$ cat config.mk
export PLATFORM = sky130hd
export DESIGN_NAME = noise_coefficient_sampler
export DESIGN_NICKNAME = d
export VERILOG_FILES = /design/src/rtl/ncs_pkg.sv /design/src/rtl/noise_coefficient_sampler.sv
export SDC_FILE = /design/constraint.sdc
export NUM_CORES = 1
export LEC_CHECK = 0
export BUFFER_PORTS_ARGS = -buffer_cell sky130_fd_sc_hd__buf_4
export CAP_MARGIN = 20
export CORE_MARGIN = 3
export CORE_UTILIZATION = 49
export CTS_CLUSTER_DIAMETER = 60
export CTS_CLUSTER_SIZE = 28
export DETAILED_ROUTE_END_ITERATION = 7
export PLACE_DENSITY = 0.88
export SETUP_SLACK_MARGIN = 0.15
export SKIP_CTS_REPAIR_TIMING = 1
export SLEW_MARGIN = 20
export SYNTH_ARGS = -nofsm -noshare
export SYNTH_HDL_FRONTEND = slang
export SYNTH_SLANG_ARGS = --single-unit
$ cat constraint.sdc
create_clock -name clk_i -period 2.9 [get_ports clk_i]
set_input_delay 0.29 -clock clk_i [delete_from_list [all_inputs] [get_ports clk_i]]
set_output_delay 0.29 -clock clk_i [all_outputs]
set_load 0.05 [all_outputs]
$ cat src/rtl/ncs_pkg.sv
// Shared constants and the field-to-coefficient mapping of the noise coefficient sampler.
package ncs_pkg;

  localparam int unsigned CoeffsPerPolyDefault = 256;

  localparam int unsigned ModeW  = 2;
  localparam int unsigned CoefW  = 3;
  localparam int unsigned ByteW  = 8;
  localparam int unsigned CarryW = 6;
  localparam int unsigned CntW   = 3;
  localparam int unsigned AccW   = 12;

  localparam logic [ModeW-1:0] MODE_FOUR  = 2'd0;
  localparam logic [ModeW-1:0] MODE_SIX   = 2'd1;
  localparam logic [ModeW-1:0] MODE_EIGHT = 2'd2;

  localparam logic [CntW-1:0] CNT_MAX = 3'd4;

  // low_ones: every bit below the top is 1; a1: lowest bit; top: highest bit
  function automatic logic signed [CoefW-1:0] sample_coef(input logic low_ones,
                                                          input logic a1,
                                                          input logic top);
    logic [CoefW-1:0] mag;
    if (low_ones) begin
      mag = 3'd2;
    end else if (a1) begin
      mag = 3'd0;
    end else begin
      mag = 3'd1;
    end
    if (top) begin
      return $signed(mag);
    end
    return $signed(3'(3'd0 - mag));
  endfunction

endpackage

$ cat src/rtl/noise_coefficient_sampler.sv
// Noise coefficient sampler: noise bytes in, coefficients in -2..2 out.
//
// Bytes are read as a little-endian bit stream and cut into 4-, 6- or 8-bit fields
// (field_mode at addresses 0 to 3: 0, 1, 2; 3 acts as 2). Each field gives one
// coefficient, and last_coefficient marks every COEFFS_PER_POLY-th one. A byte gives
// a single coefficient (8-bit mode, 6-bit mode with 0 or 2 bits carried) or two (4-bit
// mode, 6-bit mode with 4 bits carried); as the result port carries one coefficient
// per transfer, the second coefficient waits in a hold register. The first coefficient
// of a byte is offered the cycle after its transfer. The input stalls while a
// coefficient is held back, and a byte is taken in the cycle the last waiting
// coefficient leaves. Write field_mode only while idle; a change keeps the carried
// bits and the coefficient counter, and a byte in 4- or 8-bit mode drops carried
// bits. No start-up delay after reset.
module noise_coefficient_sampler #(
  parameter int unsigned COEFFS_PER_POLY = ncs_pkg::CoeffsPerPolyDefault
) (
  input  logic                             clk_i,
  input  logic                             rst_ni,
  input  logic                             psel,
  input  logic                             penable,
  input  logic                             pwrite,
  input  logic [2:0]                       paddr,
  input  logic [31:0]                      pwdata,
  output logic [31:0]                      prdata,
  output logic                             pready,
  input  logic                             in_valid_i,
  output logic                             in_stall_o,
  input  logic [ncs_pkg::ByteW-1:0]        noise_byte_i,
  output logic                             out_valid_o,
  input  logic                             out_stall_i,
  output logic signed [ncs_pkg::CoefW-1:0] coefficient_o,
  output logic                             last_coefficient_o
);

  localparam int unsigned IdxW = (COEFFS_PER_POLY > 1) ? $clog2(COEFFS_PER_POLY) : 1;
  localparam logic [IdxW-1:0] IdxLast = IdxW'(COEFFS_PER_POLY - 1);

  logic [ncs_pkg::ModeW-1:0]  mode_q;
  logic [ncs_pkg::CarryW-1:0] carry_q, carry_d;
  logic [ncs_pkg::CntW-1:0]   cnt_q, cnt_d;
  logic [IdxW-1:0]            idx_q, idx_d;

  logic                             o_valid_q, o_last_q;
  logic signed [ncs_pkg::CoefW-1:0] o_coef_q;
  logic                             h_valid_q, h_last_q;
  logic signed [ncs_pkg::CoefW-1:0] h_coef_q;

  logic cfg_wr, in_xfer, out_xfer, out_free;

  logic [ncs_pkg::CntW-1:0] cnt_eff;
  logic [ncs_pkg::AccW-1:0] acc, acc_mask;
  logic [3:0]               total;
  logic                     six_two;

  logic                             two;
  logic signed [ncs_pkg::CoefW-1:0] coef0, coef1;
  logic                             last0, last1;
  logic [IdxW-1:0]                  idx_b;

  // configuration
  assign cfg_wr = psel && penable && pwrite && pready;
  assign pready = 1'b1;
  assign prdata = {30'd0, mode_q};

  always_ff @(posedge clk_i or negedge rst_ni) begin
    if (!rst_ni) begin
      mode_q <= ncs_pkg::MODE_FOUR;
    end else if (cfg_wr && !paddr[2]) begin
      mode_q <= pwdata[ncs_pkg::ModeW-1:0];
    end
  end

  // handshakes
  assign out_xfer   = o_valid_q && !out_stall_i;
  assign out_free   = !o_valid_q || out_xfer;
  assign in_stall_o = h_valid_q || !out_free;
  assign in_xfer    = in_valid_i && !in_stall_o;

  // 6-bit carry path
  always_comb begin
    cnt_eff  = (cnt_q > ncs_pkg::CNT_MAX) ? ncs_pkg::CNT_MAX : cnt_q;
    acc_mask = 12'((12'd1 << cnt_eff) - 12'd1);
    acc      = (12'(noise_byte_i) << cnt_eff) | (12'(carry_q) & acc_mask);
    total    = 4'(cnt_eff) + 4'd8;
    six_two  = (total >= 4'd12);
  end

  // field sampling
  always_comb begin
    two     = 1'b0;
    coef0   = '0;
    coef1   = '0;
    carry_d = '0;
    cnt_d   = '0;
    case (mode_q)
      ncs_pkg::MODE_FOUR: begin
        two   = 1'b1;
        coef0 = ncs_pkg::sample_coef(&noise_byte_i[2:0], noise_byte_i[0], noise_byte_i[3]);
        coef1 = ncs_pkg::sample_coef(&noise_byte_i[6:4], noise_byte_i[4], noise_byte_i[7]);
      end
      ncs_pkg::MODE_SIX: begin
        two   = six_two;
        coef0 = ncs_pkg::sample_coef(&acc[4:0], acc[0], acc[5]);
        coef1 = ncs_pkg::sample_coef(&acc[10:6], acc[6], acc[11]);
        if (six_two) begin
          carry_d = '0;
          cnt_d   = 3'(total - 4'd12);
        end else begin
          carry_d = acc[11:6];
          cnt_d   = 3'(total - 4'd6);
        end
      end
      default: begin
        coef0 = ncs_pkg::sample_coef(&noise_byte_i[6:0], noise_byte_i[0], noise_byte_i[7]);
      end
    endcase
  end

  // coefficient position
  always_comb begin
    last0 = (idx_q == IdxLast);
    idx_b = last0 ? '0 : IdxW'(idx_q + 1'b1);
    last1 = (idx_b == IdxLast);
    if (two) begin
      idx_d = last1 ? '0 : IdxW'(idx_b + 1'b1);
    end else begin
      idx_d = idx_b;
    end
  end

  always_ff @(posedge clk_i or negedge rst_ni) begin
    if (!rst_ni) begin
      carry_q <= '0;
      cnt_q   <= '0;
      idx_q   <= '0;
    end else if (in_xfer) begin
      carry_q <= carry_d;
      cnt_q   <= cnt_d;
      idx_q   <= idx_d;
    end
  end

  // output and hold registers
  always_ff @(posedge clk_i or negedge rst_ni) begin
    if (!rst_ni) begin
      o_valid_q <= 1'b0;
      h_valid_q <= 1'b0;
    end else begin
      if (h_valid_q) begin
        if (out_free) begin
          o_valid_q <= 1'b1;
          h_valid_q <= 1'b0;
        end
      end else if (in_xfer) begin
        o_valid_q <= 1'b1;
        h_valid_q <= two;
      end else if (out_xfer) begin
        o_valid_q <= 1'b0;
      end
    end
  end

  always_ff @(posedge clk_i) begin
    if (h_valid_q) begin
      if (out_free) begin
        o_coef_q <= h_coef_q;
        o_last_q <= h_last_q;
      end
    end else if (in_xfer) begin
      o_coef_q <= coef0;
      o_last_q <= last0;
      h_coef_q <= coef1;
      h_last_q <= last1;
    end
  end

  assign out_valid_o        = o_valid_q;
  assign coefficient_o      = o_coef_q;
  assign last_coefficient_o = o_last_q;

  a_hold_behind_out: assert property (@(posedge clk_i) disable iff (!rst_ni)
    h_valid_q |-> o_valid_q)
    else $error("hold register full while output register empty");

  a_xfer_fills_out: assert property (@(posedge clk_i) disable iff (!rst_ni)
    in_xfer |=> o_valid_q)
    else $error("accepted byte left no result");

  a_carry_count: assert property (@(posedge clk_i) disable iff (!rst_ni)
    (cnt_q == 3'd0) || (cnt_q == 3'd2) || (cnt_q == 3'd4))
    else $error("carried bit count out of range");

  a_aligned_clears: assert property (@(posedge clk_i) disable iff (!rst_ni)
    (in_xfer && (mode_q != ncs_pkg::MODE_SIX)) |=> (cnt_q == 3'd0))
    else $error("carried bits kept in byte-aligned mode");

  a_hold_drains: assert property (@(posedge clk_i) disable iff (!rst_ni)
    (h_valid_q && out_free) |=> !h_valid_q)
    else $error("hold register did not drain");

endmodule
==> flow_metrics.tcl, run 1 <==
set metrics [dict create \
    status "completed" \
    grt_usage 0.1918 \
    finalSetupViolCount 0 \
    n_antenna_cell 0 \
    vias_per_cell 6.161 \
    fin_ws_ns 0.3631 \
    vdd_drop_max_v 0.0002815 \
    final_cell_area_mm2 0.002359 \
    yosys.cell_types.count 60 \
    drive_above_1_share 0.1429 \
    synth_mux_area_frac 0.04143 \
    synth-edff-count 8 \
    crit_required_ns 3.03 \
    overflow 0 \
    finalHoldViolCount 0 \
    tightest_slew_ns 0.6296 \
    syn-instance-count 263 \
    grt_pass1_wl_mm 8.266 \
    clock-sinks 27 \
    cts_buffer_depth 2 \
    async_reset_ff_frac 0.7037 \
    wire_per_inst_um 15.28 \
    start_kind "register" \
    hold_path.class "input port to register" \
    nets 333 \
    fin_setup_tns_ns 0 \
    place_congestion 0.9001 \
    crit_path_max_fanout 10 \
    portBuffers 25 \
    clkTransAtPathRegs_ns 0.09 \
    grt_pass1_vias 1830 \
    period_share 0.8748 \
    grt_max_degree 20 \
    core-area_mm2 0.004202 \
    vias 2033 \
    grt_antenna_before_repair 0 \
    clk_latency_ns 0.27 \
    ys.flop_type "dfrtp_1" \
    syn_area_mm2 0.002235 \
    placed_area_mm2 0.002303 \
    cts_tree "built" \
    p_leak_nw 0.9956 \
    worstHoldStart "in_valid_i" \
    path_class "register to register" \
    p_per_area_mw_per_mm2 769.5 \
    root_buffer "clkbuf_8" \
    initial_core_util 0.5319 \
    drc 0 \
    cp.arrival_ns 2.66 \
    slew-limit-headroom 0.5795 \
    synth_top_family_by_area "compound AO/OA/AOI/OAI gates" \
    total_power_mw 1.815 \
    numCtsBuffers 3 \
    drv_cap 0 \
    ys_warn_count 0 \
    synth_xor_area_frac 0.01960 \
    grt.busiest_layer "met2" \
    netlist_top_cells_area "dfrtp_1 (21%), buf_4 (11%), edfxtp_1 (11%), nand2_1 (4.7%), mux2i_1 (3.1%)" \
    die_h_um 73.53 \
    synth_compound_area_frac 0.2447 \
    synth_top_area_share 0.2128 \
    fp.dieW_um 73.53 \
    seq_area_frac_synth 0.3203 \
    synth_top_area_cell "dfrtp_1" \
    slew_violations 0 \
    worstSetupEndpointType "register" \
    startpoint "idx_q[0]" \
    grt_use_met1 0.2545 \
    max_freq_mhz 394.2 \
    synth-adder-area-share 0.01120 \
    syn_avg_cell_area_um2 8.497 \
    io_pins 89 \
    pre_cts_ws_ns 0.4282 \
    die-area_mm2 0.005407 \
    row_count 23 \
    grt_setup_unrepaired "no" \
    ys_seq_elements 27 \
    first_iter_violations 176 \
    grtUsageMet2 0.3209 \
    gr-usage-met3 0.02189 \
    worst_r2r_startpoint "idx_q[0]" \
    hpwl_mm 3.668 \
    synth_simple_gate_area_frac 0.2044 \
    skew_ns 0.001320 \
    drt_wl_total_mm 5.042 \
    htree_levels 1 \
    layout-area-overhead-vs-synth_pct 5.543 \
    drt_first_pass_iters 6 \
    final_antenna_net_count 0 \
    period_minus_slack_ns 2.537 \
]
logic make-up after synthesis:
kind of cell,count (synthesis)
and+or+nand+nor,88
AOI/OAI and AO/OA,75
buffers and inverters,55
DFF,27
muxes,9
xor gates and xnor gates,5
adders and majority gates,2
other,2
synth_stat cells, types with 5 or more instances:
cell type / count
a21oi_1: 11
mux2i_1: 7
clkbuf_1: 6
a211oi_1: 6
nor2_1: 16
dfrtp_1: 19
inv_1: 11
buf_4: 32
nand2_1: 28
nand4_1: 5
nor3_1: 6
o21ai_0: 10
edfxtp_1: 8
nand3_1: 8
critical path, stage by stage, from the launching register on:
cell       delay (ns)
dfrtp_1          0.55
ha_1             0.47
inv_1            0.19
nor3_1           0.28
o22ai_1          0.20
a2111oi_2        0.60
a211oi_1         0.10
routing by layer:
layer,share of wire,wire length (um)
met5,0,0
met4,0.011,57
met3,0.11,574
met2,0.48,2399
met1,0.40,2011
registers in the layout, indices dropped and copies added, names as in the netlist:
name,flops
h_coef_q,3
cnt_q,3
out_valid_o,1
last_coefficient_o,1
h_valid_q,1
mode_q,2
idx_q,8
coefficient_o,3
carry_q,4
h_last_q,1
metrics by stage:
| step | util | instances | hold slack (ns) |
|---|---|---|---|
| after floorplan | - | 292 | -0.005591 |
| after global placement | 0.5482 | 325 | 0.1787 |
| after detailed placement | 0.5482 | 325 | 0.1789 |
| after CTS | 0.5590 | 329 | -0.1208 |
| after global routing | 0.5613 | 330 | 0.2208 |
| final | 0.5613 | 330 | 0.2287 |
path summary, 6_finish.rpt:
check | end | slack (ns) | depth (start not counted)
setup reg to reg | idx_q[5] | 0.36 | 6
hold reg to reg | carry_q[3] | 0.53 | 2
hold / removal | out_valid_o | 0.23 | 2
setup / recovery | idx_q[5] | 0.36 | 6
min in group asynchronous | idx_q[6] | 0.42 | 2
max in group asynchronous | idx_q[5] | 2.28 | 2
cell type report:
class,instances,area (um^2)
multi-input cells,210,1281
fillers,365,1843
flip-flops and latches,27,715.7
clock buffers,4,45.04
inverters,11,41.29
well taps,50,62.56
repair buffers,28,212.7
placed cells by master, fill, tap and decap left out, types with 3 or more instances in the layout:
cell	count
nor2_1	16
nand4_1	5
o31ai_1	4
a211o_1	3
inv_1	11
nand3_1	8
o211ai_1	3
nand2_1	28
buf_4	27
nor3_1	6
mux2i_1	7
xnor2_1	4
clkbuf_8	3
a21o_1	4
a22o_1	3
a21oi_1	11
a31oi_1	3
a211oi_1	6
o21a_1	4
dfrtp_1	19
conb_1	31
nand2b_1	3
o21ai_0	10
edfxtp_1	8
o22ai_1	4
and3_1	3
power breakdown:
part           leakage, nW  switching, mW  internal, mW
Clock               0.0228          0.116        0.0984
Sequential           0.317          0.189         0.497
Combinational        0.656          0.582         0.332
Total                0.996          0.887         0.928
Note: power is estimated with default switching activity, not from simulation.
==> run 2: changes to the inputs <==
--- a/config.mk
+++ b/config.mk
@@ -8,11 +8,13 @@
 export BUFFER_PORTS_ARGS = -buffer_cell sky130_fd_sc_hd__buf_4
 export CAP_MARGIN = 20
 export CORE_MARGIN = 3
-export CORE_UTILIZATION = 49
+export CORE_UTILIZATION = 44
 export CTS_CLUSTER_DIAMETER = 60
 export CTS_CLUSTER_SIZE = 28
 export DETAILED_ROUTE_END_ITERATION = 7
-export PLACE_DENSITY = 0.88
+export MAX_ROUTING_LAYER = met4
+export PLACE_DENSITY = 0.83
+export REMOVE_ABC_BUFFERS = 1
 export SETUP_SLACK_MARGIN = 0.15
 export SKIP_CTS_REPAIR_TIMING = 1
 export SLEW_MARGIN = 20
==> constraint.sdc (replaced) <==
create_clock -name clk_i -period 2.3 [get_ports clk_i]
set_input_delay 0.23 -clock clk_i [delete_from_list [all_inputs] [get_ports clk_i]]
set_output_delay 0.23 -clock clk_i [all_outputs]
set_load 0.05 [all_outputs]
==> run 2 against run 1 <==
  * Clock power up 31%
  * Wire length increased by 6.7%
  * Global-route usage is 0.84 points lower
  * Highest routed layer unchanged
  * Register-to-register slack worse by 0.13 ns
  * Fmax up 22%
==> flow_metrics.tcl, run 2 (synthesis results as in run 1) <==
set metrics [dict create \
    final_cell_mix "buf_4 (45), conb_1 (31), nand2_1 (28), dfrtp_1 (17), nor2_1 (15)" \
    first_iter_violations 200 \
    vdd_drop_max_v 0.0003338 \
    grt_antenna_before_repair 0 \
    r2r_end "idx_q[5]" \
    grt_usage 0.1834 \
    hold_path.class "input port to register" \
    period_minus_slack_ns 2.071 \
    rrSetupSlack_ns 0.23 \
    die_h_um 77.27 \
    r2r_cells 7 \
    grt_pass1_vias 1920 \
    worstHoldStart "in_valid_i" \
    vias 2099 \
    die-area_mm2 0.005970 \
    path_cells "buf_4, nand2_4, or3_1, a21o_2, a2111oi_2, buf_4, a211oi_1" \
    row_count 25 \
    largest_register_ffs 8 \
    path_class "register to register" \
    n_antenna_cell 0 \
    reg_top3 "idx_q x8, carry_q x4" \
    skew_ns 0.004310 \
    regArea_um2 718.2 \
    worstSetupEndpointType "register" \
    crit_top_cell "buf_4" \
    status "completed" \
    cp_slowest_cell "a2111oi_2" \
    drive_above_1_share 0.2181 \
    fin_util 0.5260 \
    max_freq_mhz 482.7 \
    dr_wl_met3_um 452 \
    fin_setup_tns_ns 0 \
    nets 351 \
    cts_tree "built" \
    place_congestion 0.9662 \
    fp.dieW_um 77.27 \
    worst_r2r_startpoint "idx_q[0]" \
    p_leak_nw 1.089 \
    final_antenna_net_count 0 \
    grt_max_degree 20 \
    grt_setup_unrepaired "yes" \
    drv_cap 0 \
    vias_per_cell 5.751 \
    core-area_mm2 0.004817 \
    crit_end "idx_q[5]" \
    root_buffer "clkbuf_8" \
    total_power_mw 2.443 \
    drt_wl_total_mm 5.378 \
    fillers 480 \
    hpwl_mm 4.014 \
    io_pins 89 \
    htree_levels 1 \
    crit_path_max_fanout 9 \
    dr_wl_met2_mm 2.584 \
    drc 0 \
    layout-area-overhead-vs-synth_pct 13.38 \
    portBuffers 25 \
    start_kind "register" \
    cpPeakStageDelay_ns 0.45 \
    numCtsBuffers 3 \
    largest_register "idx_q" \
    p_per_area_mw_per_mm2 964.3 \
    initial_core_util 0.4639 \
    cp.arrival_ns 2.23 \
    wl_met1_mm 2.261 \
    multi_input_area_mm2 0.001294 \
    overflow 0 \
    layout_commonest_cell "buf_4" \
    grt_pass1_wl_mm 8.928 \
    slew_violations 0 \
    clock-sinks 27 \
    finalHoldViolCount 0 \
    highest_layer "met4" \
    crit_required_ns 2.46 \
    wire_per_inst_um 14.73 \
    clk_latency_ns 0.28 \
    period_share 0.9006 \
    drt_first_pass_iters 4 \
    cts_buffer_depth 2 \
    clkTransAtPathRegs_ns 0.10 \
    finalSetupViolCount 0 \
    startpoint "idx_q[0]" \
]
[run 2: cell count changes in the layout (fill, tap and decap cells not counted)]
cell	delta
a21o_2	+1
a21o_1	-1
ha_1	-1
dfrtp_1	-2
buf_4	+18
clkinvlp_4	+1
dfrtp_2	+2
o22ai_1	-1
o22ai_2	+1
nor2_2	+1
nor2_1	-1
clkbuf_1	-1
ha_2	+1
[run 2: power by group]
group | switching (mW) | internal, mW | leakage [nW]
combinational | 0.831 | 0.526 | 0.752
clock | 0.158 | 0.123 | 0.0217
sequential | 0.173 | 0.631 | 0.315
total | 1.16 | 1.28 | 1.09
[run 2: layout make-up]
| cell class | instances | share of cell area |
|---|---|---|
| multi-input combinational | 210 | 0.5106 |
| tap | 67 | 0.03309 |
| clock buffer | 3 | 0.01630 |
| inverter | 11 | 0.01630 |
| timing repair buffer | 46 | 0.1373 |
| sequential | 27 | 0.2835 |
| clock inverter | 1 | 0.002963 |
[run 2: metrics by stage]
stage                     cell area, um^2  hold WS, ns  cells  worst slack [ns]
after floorplan                      2038     -0.06559    248            0.1712
after global placement               2452       0.1194    359            0.1616
after detailed placement             2452       0.1294    359            0.1997
after CTS                            2501      -0.1811    363            0.1736
after global routing                 2534       0.1805    365            0.1372
final                                2534       0.1685    365            0.2285
[run 2: worst max-delay path: cells and delay by family, from the launching register on]
kind            cells  cell delay, ns
buf+inv             2            0.39
simple gates        2            0.41
compound gates      3            0.78
flops               1            0.37
[run 2: worst min path at each step]
stage	to	slack, ns	cells past startpoint
floorplan	carry_q[0]	-0.07	0
global placement	idx_q[6]	0.12	1
detailed placement	idx_q[7]	0.13	1
CTS	out_valid_o	-0.18	1
global route	mode_q[1]	0.18	2
finish	out_valid_o	0.17	2
[run 2: metal layers]
metal / vias up / global-route usage
met5: - / -
met1: 998 / 0.2383
met3: 9 / 0.01761
met4: 0 / 0.05338
li1: 985 / -
met2: 107 / 0.3040
